`src/hdl/assert_macros.svh`:
```
// Assertion macros shared by the tokenizer RTL.
// The macros expect signals named clock and reset in the including module.
`ifndef ASSERT_MACROS_SVH
`define ASSERT_MACROS_SVH

// The condition must never hold outside reset.
`define ASSERT_NEVER(lbl, cond) \
   lbl: assert property (@(posedge clock) disable iff (reset) !(cond)) \
      else $error("assertion failed: forbidden condition seen");

// When pre holds, post must hold in the next cycle.
`define ASSERT_NEXT(lbl, pre, post) \
   lbl: assert property (@(posedge clock) disable iff (reset) (pre) |=> (post)) \
      else $error("assertion failed: expected follow-up missing");

`endif

```
`src/hdl/sct_pkg.sv`:
```
// Shared types, constants and helper functions of the command tokenizer.
// Used by shell_command_tokenizer_unit; depends on nothing else.
package sct_pkg;

   localparam int MAX_LINE   = 4096;
   localparam int POS_W      = 13;
   localparam int OFS_W      = 12;
   localparam int HEAD_BYTES = 5;
   localparam int HEAD_W     = 8 * HEAD_BYTES;
   localparam int FIFO_DEPTH = 4;
   localparam int FIFO_AW    = 2;
   localparam int CNT_W      = 3;

   typedef enum logic [4:0] {
      KIND_WORD     = 5'd0,
      KIND_OR_OR    = 5'd1,
      KIND_AND_AND  = 5'd2,
      KIND_APPEND   = 5'd3,
      KIND_HEREDOC  = 5'd4,
      KIND_PIPE     = 5'd5,
      KIND_AMP      = 5'd6,
      KIND_GT       = 5'd7,
      KIND_LT       = 5'd8,
      KIND_LPAREN   = 5'd9,
      KIND_RPAREN   = 5'd10,
      KIND_SEMI     = 5'd11,
      KIND_NEWLINE  = 5'd12,
      KIND_IF       = 5'd13,
      KIND_FI       = 5'd14,
      KIND_DO       = 5'd15,
      KIND_THEN     = 5'd16,
      KIND_ELSE     = 5'd17,
      KIND_ELIF     = 5'd18,
      KIND_WHILE    = 5'd19,
      KIND_DONE     = 5'd20,
      KIND_FOR      = 5'd21,
      KIND_IN       = 5'd22,
      KIND_END_OK   = 5'd23,
      KIND_UNBAL    = 5'd24,
      KIND_TOO_LONG = 5'd25
   } kind_type;

   typedef struct packed {
      kind_type          kind;
      logic [OFS_W-1:0]  offset;
      logic [POS_W-1:0]  length;
      logic              last;
   } token_type;

   localparam logic [7:0] CH_PIPE    = 8'h7C;
   localparam logic [7:0] CH_AMP     = 8'h26;
   localparam logic [7:0] CH_GT      = 8'h3E;
   localparam logic [7:0] CH_LT      = 8'h3C;
   localparam logic [7:0] CH_LPAREN  = 8'h28;
   localparam logic [7:0] CH_RPAREN  = 8'h29;
   localparam logic [7:0] CH_SEMI    = 8'h3B;
   localparam logic [7:0] CH_NEWLINE = 8'h0A;
   localparam logic [7:0] CH_SQUOTE  = 8'h27;
   localparam logic [7:0] CH_DQUOTE  = 8'h22;
   localparam logic [7:0] CH_SPACE   = 8'h20;
   localparam logic [7:0] CH_TAB     = 8'h09;
   localparam logic [7:0] CH_NUL     = 8'h00;

   // The word head keeps the first byte in the low bits, so each packed
   // reserved word equals the string literal of its letters reversed.
   localparam logic [HEAD_W-1:0] HEAD_IF    = HEAD_W'("fi");
   localparam logic [HEAD_W-1:0] HEAD_FI    = HEAD_W'("if");
   localparam logic [HEAD_W-1:0] HEAD_DO    = HEAD_W'("od");
   localparam logic [HEAD_W-1:0] HEAD_THEN  = HEAD_W'("neht");
   localparam logic [HEAD_W-1:0] HEAD_ELSE  = HEAD_W'("esle");
   localparam logic [HEAD_W-1:0] HEAD_ELIF  = HEAD_W'("file");
   localparam logic [HEAD_W-1:0] HEAD_WHILE = HEAD_W'("elihw");
   localparam logic [HEAD_W-1:0] HEAD_DONE  = HEAD_W'("enod");
   localparam logic [HEAD_W-1:0] HEAD_FOR   = HEAD_W'("rof");
   localparam logic [HEAD_W-1:0] HEAD_IN    = HEAD_W'("ni");

   // Kind of a one-byte operator; KIND_WORD when the byte is no operator.
   function automatic kind_type single_op_kind(input logic [7:0] ch);
      kind_type k;
      unique case (ch)
         CH_PIPE:    k = KIND_PIPE;
         CH_AMP:     k = KIND_AMP;
         CH_GT:      k = KIND_GT;
         CH_LT:      k = KIND_LT;
         CH_LPAREN:  k = KIND_LPAREN;
         CH_RPAREN:  k = KIND_RPAREN;
         CH_SEMI:    k = KIND_SEMI;
         CH_NEWLINE: k = KIND_NEWLINE;
         default:    k = KIND_WORD;
      endcase
      return k;
   endfunction

   // Kind of the doubled operator; KIND_WORD when the byte cannot pair.
   function automatic kind_type double_op_kind(input logic [7:0] ch);
      kind_type k;
      unique case (ch)
         CH_PIPE: k = KIND_OR_OR;
         CH_AMP:  k = KIND_AND_AND;
         CH_GT:   k = KIND_APPEND;
         CH_LT:   k = KIND_HEREDOC;
         default: k = KIND_WORD;
      endcase
      return k;
   endfunction

   function automatic kind_type classify_word(input logic [HEAD_W-1:0] head,
                                              input logic [POS_W-1:0]  len);
      kind_type k;
      k = KIND_WORD;
      if (len == POS_W'(2) && head == HEAD_IF)         k = KIND_IF;
      else if (len == POS_W'(2) && head == HEAD_FI)    k = KIND_FI;
      else if (len == POS_W'(2) && head == HEAD_DO)    k = KIND_DO;
      else if (len == POS_W'(4) && head == HEAD_THEN)  k = KIND_THEN;
      else if (len == POS_W'(4) && head == HEAD_ELSE)  k = KIND_ELSE;
      else if (len == POS_W'(4) && head == HEAD_ELIF)  k = KIND_ELIF;
      else if (len == POS_W'(5) && head == HEAD_WHILE) k = KIND_WHILE;
      else if (len == POS_W'(4) && head == HEAD_DONE)  k = KIND_DONE;
      else if (len == POS_W'(3) && head == HEAD_FOR)   k = KIND_FOR;
      else if (len == POS_W'(2) && head == HEAD_IN)    k = KIND_IN;
      return k;
   endfunction

endpackage

```
`src/hdl/shell_command_tokenizer_unit.sv`:
```
// Command line tokenizer: one byte per request in, tokens out.
// Depends on sct_pkg and assert_macros.svh.
//
//   channel  direction  handshake            payload
//   req      in         req_valid/req_stall  req_byte_req
//   rsp      out        rsp_valid/rsp_stall  rsp_token_kind, rsp_start_offset,
//                                            rsp_token_length, rsp_last
//
// A request is registered, decoded combinationally and its tokens (zero to two)
// are written into a four-entry token queue that drives the rsp port.
// One request per cycle is taken while the queue has room for two tokens;
// the queue depth and the rsp side's rate set the sustained rate.
// A first token passes the input register and then the token queue to rsp.
// Reset is synchronous and clears the line state and the queue.
`include "assert_macros.svh"

module shell_command_tokenizer_unit
   import sct_pkg::*;
(
   input  logic                clock,
   input  logic                reset,
   input  logic                req_valid,
   output logic                req_stall,
   input  logic [7:0]          req_byte_req,
   output logic                rsp_valid,
   input  logic                rsp_stall,
   output logic [4:0]          rsp_token_kind,
   output logic [OFS_W-1:0]    rsp_start_offset,
   output logic [POS_W-1:0]    rsp_token_length,
   output logic                rsp_last
);

   logic                in_valid_ff, in_valid_in;
   logic [7:0]          in_byte_ff;
   logic                in_load;
   logic                step_fire;

   logic                in_single_ff, in_single_in;
   logic                in_double_ff, in_double_in;
   logic                in_word_ff, in_word_in;
   logic [OFS_W-1:0]    word_begin_ff, word_begin_in;
   logic [POS_W-1:0]    word_len_ff, word_len_in;
   logic [HEAD_W-1:0]   word_head_ff, word_head_in;
   logic [POS_W-1:0]    position_ff, position_in;
   logic [7:0]          held_op_ff, held_op_in;
   logic [OFS_W-1:0]    held_offset_ff, held_offset_in;
   logic                too_long_ff, too_long_in;

   token_type           tok0, tok1;
   logic                push0, push1;

   token_type           fifo_ff [FIFO_DEPTH];
   logic [FIFO_AW-1:0]  wr_ptr_ff, wr_ptr_in;
   logic [FIFO_AW-1:0]  rd_ptr_ff, rd_ptr_in;
   logic [CNT_W-1:0]    count_ff, count_in;
   logic                pop;

   // Input register
   assign step_fire = in_valid_ff && (count_ff <= CNT_W'(FIFO_DEPTH - 2));
   assign req_stall = in_valid_ff && !step_fire;
   assign in_load   = req_valid && !req_stall;

   always_comb begin
      in_valid_in = in_valid_ff;
      if (in_load) begin
         in_valid_in = 1'b1;
      end else if (step_fire) begin
         in_valid_in = 1'b0;
      end
   end

   // Per-byte decode
   always_comb begin
      token_type          op_tok;
      token_type          word_tok;
      token_type          end_tok;
      logic [POS_W-1:0]   pos;
      logic               consumed;
      logic               do_append;
      logic               do_flush;
      logic [OFS_W-1:0]   wb;
      logic [POS_W-1:0]   wl;
      logic [HEAD_W-1:0]  wh;

      in_single_in   = in_single_ff;
      in_double_in   = in_double_ff;
      in_word_in     = in_word_ff;
      word_begin_in  = word_begin_ff;
      word_len_in    = word_len_ff;
      word_head_in   = word_head_ff;
      position_in    = position_ff;
      held_op_in     = held_op_ff;
      held_offset_in = held_offset_ff;
      too_long_in    = too_long_ff;
      tok0           = '0;
      tok1           = '0;
      push0          = 1'b0;
      push1          = 1'b0;
      pos            = position_ff;
      consumed       = 1'b0;
      do_append      = 1'b0;
      do_flush       = 1'b0;
      wb             = word_begin_ff;
      wl             = word_len_ff;
      wh             = word_head_ff;

      op_tok.kind     = single_op_kind(held_op_ff);
      op_tok.offset   = held_offset_ff;
      op_tok.length   = POS_W'(1);
      op_tok.last     = 1'b0;

      word_tok.kind   = (in_single_ff || in_double_ff) ? KIND_WORD
                        : classify_word(word_head_ff, word_len_ff);
      word_tok.offset = word_begin_ff;
      word_tok.length = word_len_ff;
      word_tok.last   = 1'b0;

      if (too_long_ff) begin
         end_tok.kind = KIND_TOO_LONG;
      end else if (in_single_ff || in_double_ff) begin
         end_tok.kind = KIND_UNBAL;
      end else begin
         end_tok.kind = KIND_END_OK;
      end
      end_tok.offset = '0;
      end_tok.length = position_ff;
      end_tok.last   = 1'b1;

      if (step_fire) begin
         if (in_byte_ff == CH_NUL) begin
            // A held operator and an open word never coexist, so the end of
            // line yields at most one pending token plus the end token.
            push0 = 1'b1;
            if (held_op_ff != CH_NUL) begin
               tok0  = op_tok;
               tok1  = end_tok;
               push1 = 1'b1;
            end else if (in_word_ff) begin
               tok0  = word_tok;
               tok1  = end_tok;
               push1 = 1'b1;
            end else begin
               tok0 = end_tok;
            end
            in_single_in   = 1'b0;
            in_double_in   = 1'b0;
            in_word_in     = 1'b0;
            word_begin_in  = '0;
            word_len_in    = '0;
            word_head_in   = '0;
            position_in    = '0;
            held_op_in     = CH_NUL;
            held_offset_in = '0;
            too_long_in    = 1'b0;
         end else if (too_long_ff || position_ff >= POS_W'(MAX_LINE)) begin
            too_long_in = 1'b1;
         end else begin
            position_in = position_ff + POS_W'(1);
            if (held_op_ff != CH_NUL) begin
               held_op_in = CH_NUL;
               push0      = 1'b1;
               tok0       = op_tok;
               if (in_byte_ff == held_op_ff && double_op_kind(held_op_ff) != KIND_WORD) begin
                  tok0.kind   = double_op_kind(held_op_ff);
                  tok0.length = POS_W'(2);
                  consumed    = 1'b1;
               end
            end
            if (!consumed) begin
               if (!in_single_ff && !in_double_ff) begin
                  priority if (in_byte_ff == CH_SQUOTE) begin
                     in_single_in = 1'b1;
                     do_append    = 1'b1;
                  end else if (in_byte_ff == CH_DQUOTE) begin
                     in_double_in = 1'b1;
                     do_append    = 1'b1;
                  end else if (in_byte_ff == CH_SPACE || in_byte_ff == CH_TAB) begin
                     do_flush = 1'b1;
                  end else if (single_op_kind(in_byte_ff) != KIND_WORD) begin
                     do_flush       = 1'b1;
                     held_op_in     = in_byte_ff;
                     held_offset_in = pos[OFS_W-1:0];
                  end else begin
                     do_append = 1'b1;
                  end
               end else begin
                  if (in_single_ff && in_byte_ff == CH_SQUOTE) begin
                     in_single_in = 1'b0;
                  end else if (in_double_ff && in_byte_ff == CH_DQUOTE) begin
                     in_double_in = 1'b0;
                  end
                  do_append = 1'b1;
               end
            end
            // Outside quotes a word that holds quote bytes never matches a
            // reserved head, so classification on raw bytes is enough.
            if (do_flush && in_word_ff) begin
               push0         = 1'b1;
               tok0          = word_tok;
               tok0.kind     = classify_word(word_head_ff, word_len_ff);
               in_word_in    = 1'b0;
               word_begin_in = '0;
               word_len_in   = '0;
               word_head_in  = '0;
            end
            if (do_append) begin
               if (!in_word_ff) begin
                  wb = pos[OFS_W-1:0];
                  wl = '0;
                  wh = '0;
               end
               for (int i = 0; i < HEAD_BYTES; i++) begin
                  if (wl == POS_W'(i)) begin
                     wh[8*i +: 8] = in_byte_ff;
                  end
               end
               in_word_in    = 1'b1;
               word_begin_in = wb;
               word_len_in   = wl + POS_W'(1);
               word_head_in  = wh;
            end
         end
      end
   end

   // Token queue
   assign pop       = rsp_valid && !rsp_stall;
   assign wr_ptr_in = wr_ptr_ff + FIFO_AW'(push0) + FIFO_AW'(push1);
   assign rd_ptr_in = rd_ptr_ff + FIFO_AW'(pop);
   assign count_in  = count_ff + CNT_W'(push0) + CNT_W'(push1) - CNT_W'(pop);

   assign rsp_valid        = (count_ff != '0);
   assign rsp_token_kind   = fifo_ff[rd_ptr_ff].kind;
   assign rsp_start_offset = fifo_ff[rd_ptr_ff].offset;
   assign rsp_token_length = fifo_ff[rd_ptr_ff].length;
   assign rsp_last         = fifo_ff[rd_ptr_ff].last;

   always_ff @(posedge clock) begin
      if (push0) begin
         fifo_ff[wr_ptr_ff] <= tok0;
      end
      if (push1) begin
         fifo_ff[wr_ptr_ff + FIFO_AW'(1)] <= tok1;
      end
      if (in_load) begin
         in_byte_ff <= req_byte_req;
      end
   end

   always_ff @(posedge clock) begin
      if (reset) begin
         in_valid_ff    <= 1'b0;
         in_single_ff   <= 1'b0;
         in_double_ff   <= 1'b0;
         in_word_ff     <= 1'b0;
         word_begin_ff  <= '0;
         word_len_ff    <= '0;
         word_head_ff   <= '0;
         position_ff    <= '0;
         held_op_ff     <= CH_NUL;
         held_offset_ff <= '0;
         too_long_ff    <= 1'b0;
         wr_ptr_ff      <= '0;
         rd_ptr_ff      <= '0;
         count_ff       <= '0;
      end else begin
         in_valid_ff    <= in_valid_in;
         in_single_ff   <= in_single_in;
         in_double_ff   <= in_double_in;
         in_word_ff     <= in_word_in;
         word_begin_ff  <= word_begin_in;
         word_len_ff    <= word_len_in;
         word_head_ff   <= word_head_in;
         position_ff    <= position_in;
         held_op_ff     <= held_op_in;
         held_offset_ff <= held_offset_in;
         too_long_ff    <= too_long_in;
         wr_ptr_ff      <= wr_ptr_in;
         rd_ptr_ff      <= rd_ptr_in;
         count_ff       <= count_in;
      end
   end

   `ASSERT_NEVER(a_queue_overflow, count_ff > CNT_W'(FIFO_DEPTH))
   `ASSERT_NEVER(a_both_quotes, in_single_ff && in_double_ff)
   `ASSERT_NEVER(a_op_and_word, (held_op_ff != CH_NUL) && in_word_ff)
   `ASSERT_NEXT(a_line_restart, step_fire && in_byte_ff == CH_NUL, position_ff == '0 && !too_long_ff)

endmodule
```
`config.mk`:
```
export PLATFORM = sky130hd
export DESIGN_NAME = shell_command_tokenizer_unit
export DESIGN_NICKNAME = d
export VERILOG_FILES = /design/src/hdl/sct_pkg.sv /design/src/hdl/shell_command_tokenizer_unit.sv
export VERILOG_INCLUDE_DIRS = /design/src /design/src/hdl
export SDC_FILE = /design/constraint.sdc
export NUM_CORES = 1
export LEC_CHECK = 0
export ABC_CLOCK_PERIOD_IN_PS = 7450
export BUFFER_PORTS_ARGS = -buffer_cell sky130_fd_sc_hd__buf_2
export CORE_MARGIN = 8
export CORE_UTILIZATION = 60
export CTS_BUF_LIST = sky130_fd_sc_hd__clkbuf_8
export DETAILED_ROUTE_END_ITERATION = 8
export PLACE_DENSITY = 0.78
export SKIP_LAST_GASP = 1
export SLEW_MARGIN = 20
export SYNTH_ARGS = -nofsm -noshare
export SYNTH_HDL_FRONTEND = slang
export SYNTH_SLANG_ARGS = --single-unit
```
`constraint.sdc`:
```
create_clock -name clock -period 7.45 [get_ports clock]
set_input_delay 2.235 -clock clock [delete_from_list [all_inputs] [get_ports clock]]
set_output_delay 2.235 -clock clock [all_outputs]
set_load 0.01 [all_outputs]
```
==> results of run 1 <==
-- cell families after synthesis --
| kind of cell | count (synthesis) | share of synthesized area [%] |
|---|---|---|
| compound gates | 308 | 17.6 |
| xor+xnor | 22 | 1.63 |
| fa+ha+maj | 11 | 1.35 |
| buf+inv | 107 | 3.89 |
| flops | 242 | 48.1 |
| mux | 34 | 6.15 |
| simple gates | 482 | 21.3 |
-- cells in the mapped netlist, drive strengths merged (26+ instances only) --
cell,n
a21oi,81
edfxtp,84
nand3,120
nor2,93
mux4,31
clkbuf,56
buf,40
a22oi,27
o21ai,83
dfxtp,158
a22o,52
and3,26
nand2,113
-- registers in the layout, indices dropped and copies added (netlist names) --
register        cells
rd_ptr_ff           2
word_len_ff        13
in_double_ff        1
held_op_ff          8
word_head_ff       40
fifo_ff           124
in_word_ff          1
too_long_ff         1
position_ff        13
in_single_ff        1
count_ff            3
held_offset_ff     12
wr_ptr_ff           2
word_begin_ff      12
in_byte_ff          8
in_valid_ff         1
-- cell type report --
cell class	instances	area share, %
clock inverters	20	1.01
multi-input cells	857	44.5
flip-flops and latches	242	44.4
inverters	11	0.323
repair buffers	51	2.13
well taps	265	2.59
clock buffers	47	5.05
-- final timing paths --
| kind | start | to | slack (ns) |
|---|---|---|---|
| setup reg to reg | in_byte_ff[4] | fifo_ff[0][0] | 2.86 |
| hold reg to reg | word_head_ff[13] | word_head_ff[13] | 0.45 |
| setup / recovery | in_byte_ff[4] | fifo_ff[0][0] | 2.86 |
| hold / removal | word_head_ff[13] | word_head_ff[13] | 0.45 |
-- power by group through the flow --
stage                     logic [mW]  registers, mW  clock network, mW
after global placement         0.477           1.46                  0
after global routing           0.526           1.44               1.21
final                          0.481           1.44               1.13
after detailed placement       0.480           1.46                  0
after CTS                      0.482           1.44               1.15
after floorplan                0.367           1.44                  0
-- routing by layer --
layer  vias up  track usage, %  wire length, um
met5         -               0                0
met4         0            10.3              989
met3        69            4.11             1880
met2       369            41.0            14800
met1      4637            31.5            12800
li1       4530               -                -
-- per-stage QoR --
step           hold WS [ns]  utilization, %  setup WS, ns  instance area [um^2]  power, mW
2_1_floorplan         0.426               -          3.68                 11800       1.81
3_3_place_gp          0.436            62.0          3.10                 12000       1.94
3_5_place_dp          0.448            62.0          2.92                 12000       1.94
4_1_cts               0.455            66.0          2.90                 12800       3.06
5_1_grt               0.471            66.0          2.53                 12800       3.17
6_report              0.452            66.0          2.86                 12800       3.05
-- critical path: cells and delay by family (launching register included) --
family / cells / cell delay (ns)
buf+inv: 1 / 0.16
flops: 1 / 0.56
simple gates: 6 / 3.51
==> qor.yml, run 1 <==
yosys_warnings: 0
drive_gt1_share_pct: 15.0
combPwrFrac_pct: 15.8
synth_top_area_share_pct: 26.7
gp_congestion: 0.970
num_io_pins: 45
cts_made_buffers: 39
antenna_cells: 0
max_stage_delay_ns: 0.92
drt-initial-drc-count: 1070
synth_seq_area_share_pct: 48.1
grt_max_degree: 55
timing.slew.headroom_pct: 27.9
rr_worst_depth: 7
critPathLaunchType: "flop"
io_buffer_count: 44
p_switching_mw: 0.863
fillers: 1573
rows: 51
wl_um: 30500
synth_seq_cells: 242
whs_path_depth: 2
post_cts_buffers: 0
cp_cell_sequence: "nor3_2 -> nand3_1 -> nor2_1 -> nand2_1 -> inv_2 -> nand3_1 -> nand2_1"
grt_pass1_wl_um: 48100
wl_per_cell_um: 20.4
grt.total_usage_pct: 24.7
grt_pass1_vias: 8951
finalCritPeriodShare_pct: 61.6
mostFrequentLayoutCell: "dfxtp_1"
design.die.area_um2: 24500
initial_core_util_pct: 61.0
die_h_um: 156
period_needed_ns: 4.59
setup.worst_path.end_class: "flop"
synth_edf_count: 84
ir_drop_v: 0.000164
dp_hpwl_um: 21000
swShare_pct: 28.3
hold_violations: 0
route.detailed.drc: 0
nNetsFinal: 1225
dp_cells: 1426
finalMaxSlewViolations: 0
timing.setup.tns_ns: 0
ys_top_cells_by_area: "dfxtp_1 (27%), edfxtp_1 (21%), mux4_2 (5.9%)"
synth_top_flop_cell: "dfxtp_1"
synth_area_um2: 11800
skew_ns: 0.0355
pwr-share-clk_pct: 37.1
yosysTopAreaCell: "dfxtp_1"
ctsLongestPathBuffers: 3
stdcell_count: 1493
regArea_um2: 5690
clk_pin_slew_ns: 0.06
clock_sinks: 242
worstPathArrival_ns: 4.76
insertion_delay_ns: 0.56
h-tree-depth: 2
cts_tree: "done"
syn_inst: 1206
dr.pass1.iters: 6
hp-class: "flop to flop"
areaGrowthSynthToFinish_pct: 8.21
dieWidth_um: 156
required_ns: 7.62
syn_area_per_cell_um2: 9.81
async_flop_share_pct: 0
core_area_um2: 19400
vias_per_cell: 6.43
overflow: 0
p_int_mw: 2.18
drtAntennaViolNets: 0
finalSetupViolations: 0
run_status: "finished, final reports clean"
path_class: "flop to flop"
final_cell_mix: "dfxtp_1 (157), nand3_1 (118), nand2_1 (113)"
via_count: 9605
clock-root-buffer: "clkbuf_8"
max_cap_viol_count: 0
synth_nets: 1229
hold_buffers: 0
rsz0062_at_grt: "no"
seqPwrFrac_pct: 47.1
p_per_area_nw_per_um2: 238
worstMarginPinSlew_ns: 1.08
ys_types: 82
ctsResizeCount: 0
grt_antenna_before_repair: 0
multi_input_area_um2: 5690
leakagePower_nw: 4.30
crit_slowest_cell: "nand2_1"
crit_path_max_fanout: 22
clock.fmax_mhz: 218
(Power assumes the default switching activity.)
==> run 2, diff against run 1 <==
ABC_CLOCK_PERIOD_IN_PS = 4800   (was 7450)
clock period = 4.8 ns   (was 7.45 ns; I/O delays follow)
==> qor.yml, run 2 (same netlist as run 1, synthesis figures left out) <==
finalSetupViolations: 0
drtAntennaViolNets: 0
timing.slew.headroom_pct: 34.3
ctsResizeCount: 0
dr.pass1.iters: 6
rows: 51
clock_sinks: 242
regArea_um2: 5690
r2r_end: "fifo_ff[1][9]"
final_core_utilization_pct: 66.5
hold_ws_ns: 0.449
clock.fmax_mhz: 259
setup_slack_ns: 0.944
rr_worst_depth: 8
grt.total_usage_pct: 24.7
vias_per_cell: 6.51
core_area_um2: 19400
areaGrowthSynthToFinish_pct: 9.04
grtUsageMet1_pct: 31.4
clk_pin_slew_ns: 0.06
num_io_pins: 45
wl_per_cell_um: 20.3
grt_pass1_wl_um: 48600
route.detailed.drc: 0
dp_hpwl_um: 21200
hp-class: "flop to flop"
combPwrFrac_pct: 15.5
swShare_pct: 28.2
hold_start: "word_head_ff[36]"
worstMarginPinSlew_ns: 0.982
final_cell_mix: "dfxtp_1 (157), nand3_1 (118), nand2_1 (113)"
mostFrequentLayoutCell: "dfxtp_1"
hold_violations: 0
p_int_mw: 3.41
grt_max_degree: 48
seqPwrFrac_pct: 47.1
skew_ns: 0.0167
h-tree-depth: 2
path_class: "flop to flop"
wl_um: 30700
via_count: 9813
min_to: "word_head_ff[36]"
critPathLaunchType: "flop"
whs_path_depth: 2
initial_core_util_pct: 61.0
cts_tree: "done"
fillers: 1560
design.die.area_um2: 24500
p_per_area_nw_per_um2: 368
antenna_cells: 0
rr_startpoint: "in_byte_ff[2]"
period_needed_ns: 3.86
max_cap_viol_count: 0
overflow: 0
clock-root-buffer: "clkbuf_8"
required_ns: 5.21
top_regs: "fifo_ff (124), word_head_ff (40)"
ir_drop_v: 0.000252
grt_pass1_vias: 9264
p_switching_mw: 1.34
ctsLongestPathBuffers: 3
cts_made_buffers: 40
crit_path_max_fanout: 17
reg2reg_setup_slack_ns: 0.94
die_h_um: 156
hold_buffers: 0
post_cts_buffers: 0
grt.met3_usage_pct: 3.81
finalMaxSlewViolations: 0
grt-busiest-layer: "met2"
fin_area_um2: 12900
worstPathArrival_ns: 4.27
nNetsFinal: 1238
timing.setup.tns_ns: 0
drive_gt1_share_pct: 15.4
setup.worst_path.end_class: "flop"
gp_congestion: 0.928
grt_antenna_before_repair: 0
post_dp_cell_area_um2: 12100
pre_cts_ws_ns: 1.01
leakagePower_nw: 4.38
finalCritPeriodShare_pct: 80.3
largest_reg_flops: 124
run_status: "finished, final reports clean"
grt_use_met2_pct: 41.2
drt-initial-drc-count: 1021
rsz0062_at_grt: "no"
dieWidth_um: 156
multi_input_area_um2: 5690
pwr-share-clk_pct: 37.3
insertion_delay_ns: 0.55
regMostFlops: "fifo_ff"
io_buffer_count: 44
==> run 2: cell count changes in the layout (fill, tap and decap cells not counted), sizes merged <==
cell      before  now
buf           51   63
inv           23   30
clkinv         6    2
clkbuf        47   48
clkinvlp       1    0
==> run 2: cell type report <==
class / count / share of cell area, %
well taps: 265 / 2.57
repair buffers: 63 / 2.81
multi-input cells: 857 / 44.1
clock inverters: 22 / 0.999
flip-flops and latches: 242 / 44.1
clock buffers: 48 / 5.12
inverters: 11 / 0.320
==> run 2: power by group through the flow <==
| stage | Combinational [mW] | Clock [mW] | Sequential, mW |
|---|---|---|---|
| 2_1_floorplan | 0.570 | 0 | 2.23 |
| 3_3_place_gp | 0.731 | 0 | 2.28 |
| 3_5_place_dp | 0.735 | 0 | 2.28 |
| 4_1_cts | 0.739 | 1.80 | 2.23 |
| 5_1_grt | 0.806 | 1.90 | 2.24 |
| 6_report | 0.738 | 1.77 | 2.24 |
==> run 2: critical path, cell delays in order (launching register included) <==
cell and delay, ns:
edfxtp_1 0.65, nor4bb_1 0.38, nand4_1 0.18, nand4_2 0.21, nand4_2 0.24, a31oi_4 0.44, nand2_1 0.49, nor2_1 0.86
a22o_1 0.24
==> run 2: worst max path at each step <==
| stage | endpoint | slack, ns | depth (start not counted) | from |
|---|---|---|---|---|
| after floorplan | rsp_last | 1.83 | 2 | rd_ptr_ff[0] |
| after global placement | fifo_ff[0][0] | 1.18 | 7 | in_byte_ff[2] |
| after detailed placement | fifo_ff[0][7] | 1.01 | 8 | in_byte_ff[2] |
| after CTS | fifo_ff[0][7] | 1.00 | 8 | in_byte_ff[2] |
| after global routing | fifo_ff[0][5] | 0.65 | 8 | in_byte_ff[2] |
| final | fifo_ff[1][9] | 0.94 | 8 | in_byte_ff[2] |
==> run 2: per-layer routing <==
layer	share of wire, %	routed length (um)
met1	41	12600
met2	48	14700
met3	7.6	2320
met4	3.5	1080
met5	0	0
==> run 2: per-stage QoR <==
| step | power, mW | std cells |
|---|---|---|
| after floorplan | 2.80 | 1206 |
| after global placement | 3.01 | 1438 |
| after detailed placement | 3.01 | 1438 |
| after CTS | 4.77 | 1508 |
| after global routing | 4.95 | 1508 |
| final | 4.75 | 1508 |
==> run 3, diff against run 2 <==
ABC_CLOCK_PERIOD_IN_PS = 3300   (was 4800)
CORE_UTILIZATION = 58   (was 60)
clock period = 3.3 ns   (was 4.8 ns; I/O delays follow)
==> qor.yml, run 3 (same netlist as run 1, synthesis figures left out) <==
run_status: "finished, final reports clean"
crit_top_cell: "nand4_2"
drt-initial-drc-count: 1130
gp_congestion: 1.02
setup_slack_ns: 0.192
dp_hpwl_um: 21800
initial_core_util_pct: 58.8
grt_antenna_before_repair: 0
finalMaxSlewViolations: 0
timing.setup.tns_ns: 0
period_needed_ns: 3.11
route.detailed.drc: 0
cts_tree: "done"
worstMarginPinSlew_ns: 1.08
die_h_um: 159
design.die.area_um2: 25200
io_buffer_count: 44
final_core_utilization_pct: 65.1
areaGrowthSynthToFinish_pct: 10.6
hp-class: "flop to flop"
hold_violations: 0
nNetsFinal: 1257
grt.total_usage_pct: 24.5
ir_drop_v: 0.000424
num_io_pins: 45
final_cell_mix: "dfxtp_1 (157), nand3_1 (118), nand2_1 (113)"
grt_use_met2_pct: 41.2
grt_max_degree: 35
finalCritPeriodShare_pct: 94.2
timing.slew.headroom_pct: 27.8
grt_pass1_vias: 9739
setup.worst_path.end_class: "flop"
worstPathArrival_ns: 3.49
regMostFlops: "fifo_ff"
skew_ns: 0.0162
h-tree-depth: 2
hold_buffers: 0
clock.fmax_mhz: 322
mostFrequentLayoutCell: "dfxtp_1"
dr.pass1.iters: 6
wl_um: 31800
crit_path_max_fanout: 16
p_per_area_nw_per_um2: 529
vias_per_cell: 6.48
largest_reg_flops: 124
path_class: "flop to flop"
rsz0062_at_grt: "no"
finalSetupViolations: 0
via_count: 9938
max_stage_delay_ns: 0.74
pre_cts_ws_ns: 0.257
required_ns: 3.68
leakagePower_nw: 4.43
max_cap_viol_count: 0
stdcell_count: 1534
antenna_cells: 0
dieWidth_um: 159
grt_pass1_wl_um: 51100
cts_made_buffers: 40
wl_per_cell_um: 20.7
top_regs: "fifo_ff (124), word_head_ff (40)"
drive_gt1_share_pct: 17.0
rows: 52
clock_sinks: 242
grt.met3_usage_pct: 4.83
critPathLaunchType: "flop"
grt-busiest-layer: "met2"
ctsLongestPathBuffers: 3
grtUsageMet1_pct: 30.3
dp_cells: 1462
core_area_um2: 20100
clock-root-buffer: "clkbuf_8"
clk_pin_slew_ns: 0.07
overflow: 0
insertion_delay_ns: 0.53
cp_cell_sequence: "nor4bb_1 -> nand4_1 -> nand4_2 -> nand4_2 -> a31oi_4 -> nand3_2 -> o21ai_1 -> a22o_1"
crit_slowest_cell: "edfxtp_1"
drtAntennaViolNets: 0
## run 3: cell count changes in the layout (fill, tap and decap cells not counted), moves of 2 or more
cell        previous run  this run
inv_1                 27        24
buf_12                 0         2
clkbuf_8              48        51
clkinvlp_4             0         2
clkinv_2               0         3
buf_4                 19        36
## run 3: power by group
group          total (mW)  leakage, nW  switching (mW)  internal (mW)
sequential           3.28         1.98           0.136           3.14
combinational        1.08         1.99           0.648          0.431
clock                2.57        0.462            1.17           1.40
total                6.92         4.43            1.96           4.97
## run 3: area by class of cell
type                            instances  area, um^2
Inverter                               11        41.3
Timing Repair Buffer                   82         531
Tap cell                              270         338
Clock buffer                           51         702
Fill cell                            1594        7010
Clock inverter                         21         100
Multi-Input combinational cell        857        5690
Sequential cell                       242        5690
## run 3: repair_timing
action | in CTS | in global routing
gates resized for setup | 0 | 1
setup buffers | 0 | 0
endpoints found under the setup margin | 0 | 1
## run 3: path summary, 6_finish.rpt
check                    from                to  slack, ns  cells after the start
max             in_byte_ff[2]     fifo_ff[3][9]       0.19                      8
min          word_head_ff[13]  word_head_ff[13]       0.45                      2
max reg2reg     in_byte_ff[2]     fifo_ff[3][9]       0.19                      8
min reg2reg  word_head_ff[13]  word_head_ff[13]       0.45                      2
## run 3: worst max-delay path: cells and delay by family, from the launching register on
kind             cells  cell delay (ns)
AND/OR/NAND/NOR      5             1.13
flip-flops           1             0.74
AO/OA/AOI/OAI        3             1.09
## run 3: routing by layer
metal / vias to the layer above / wire, um
met5: - / 0
met4: 0 / 1090
met3: 99 / 2660
met2: 502 / 15300
met1: 4747 / 12700
li1: 4590 / -
## run 3: metrics by stage
step	hold slack [ns]	area, um^2	power (mW)
after floorplan	0.426	11800	4.06
after global placement	0.435	12300	4.39
after CTS	0.450	13100	6.94
final	0.449	13100	6.92
after global routing	0.467	13100	7.20
after detailed placement	0.443	12300	4.40
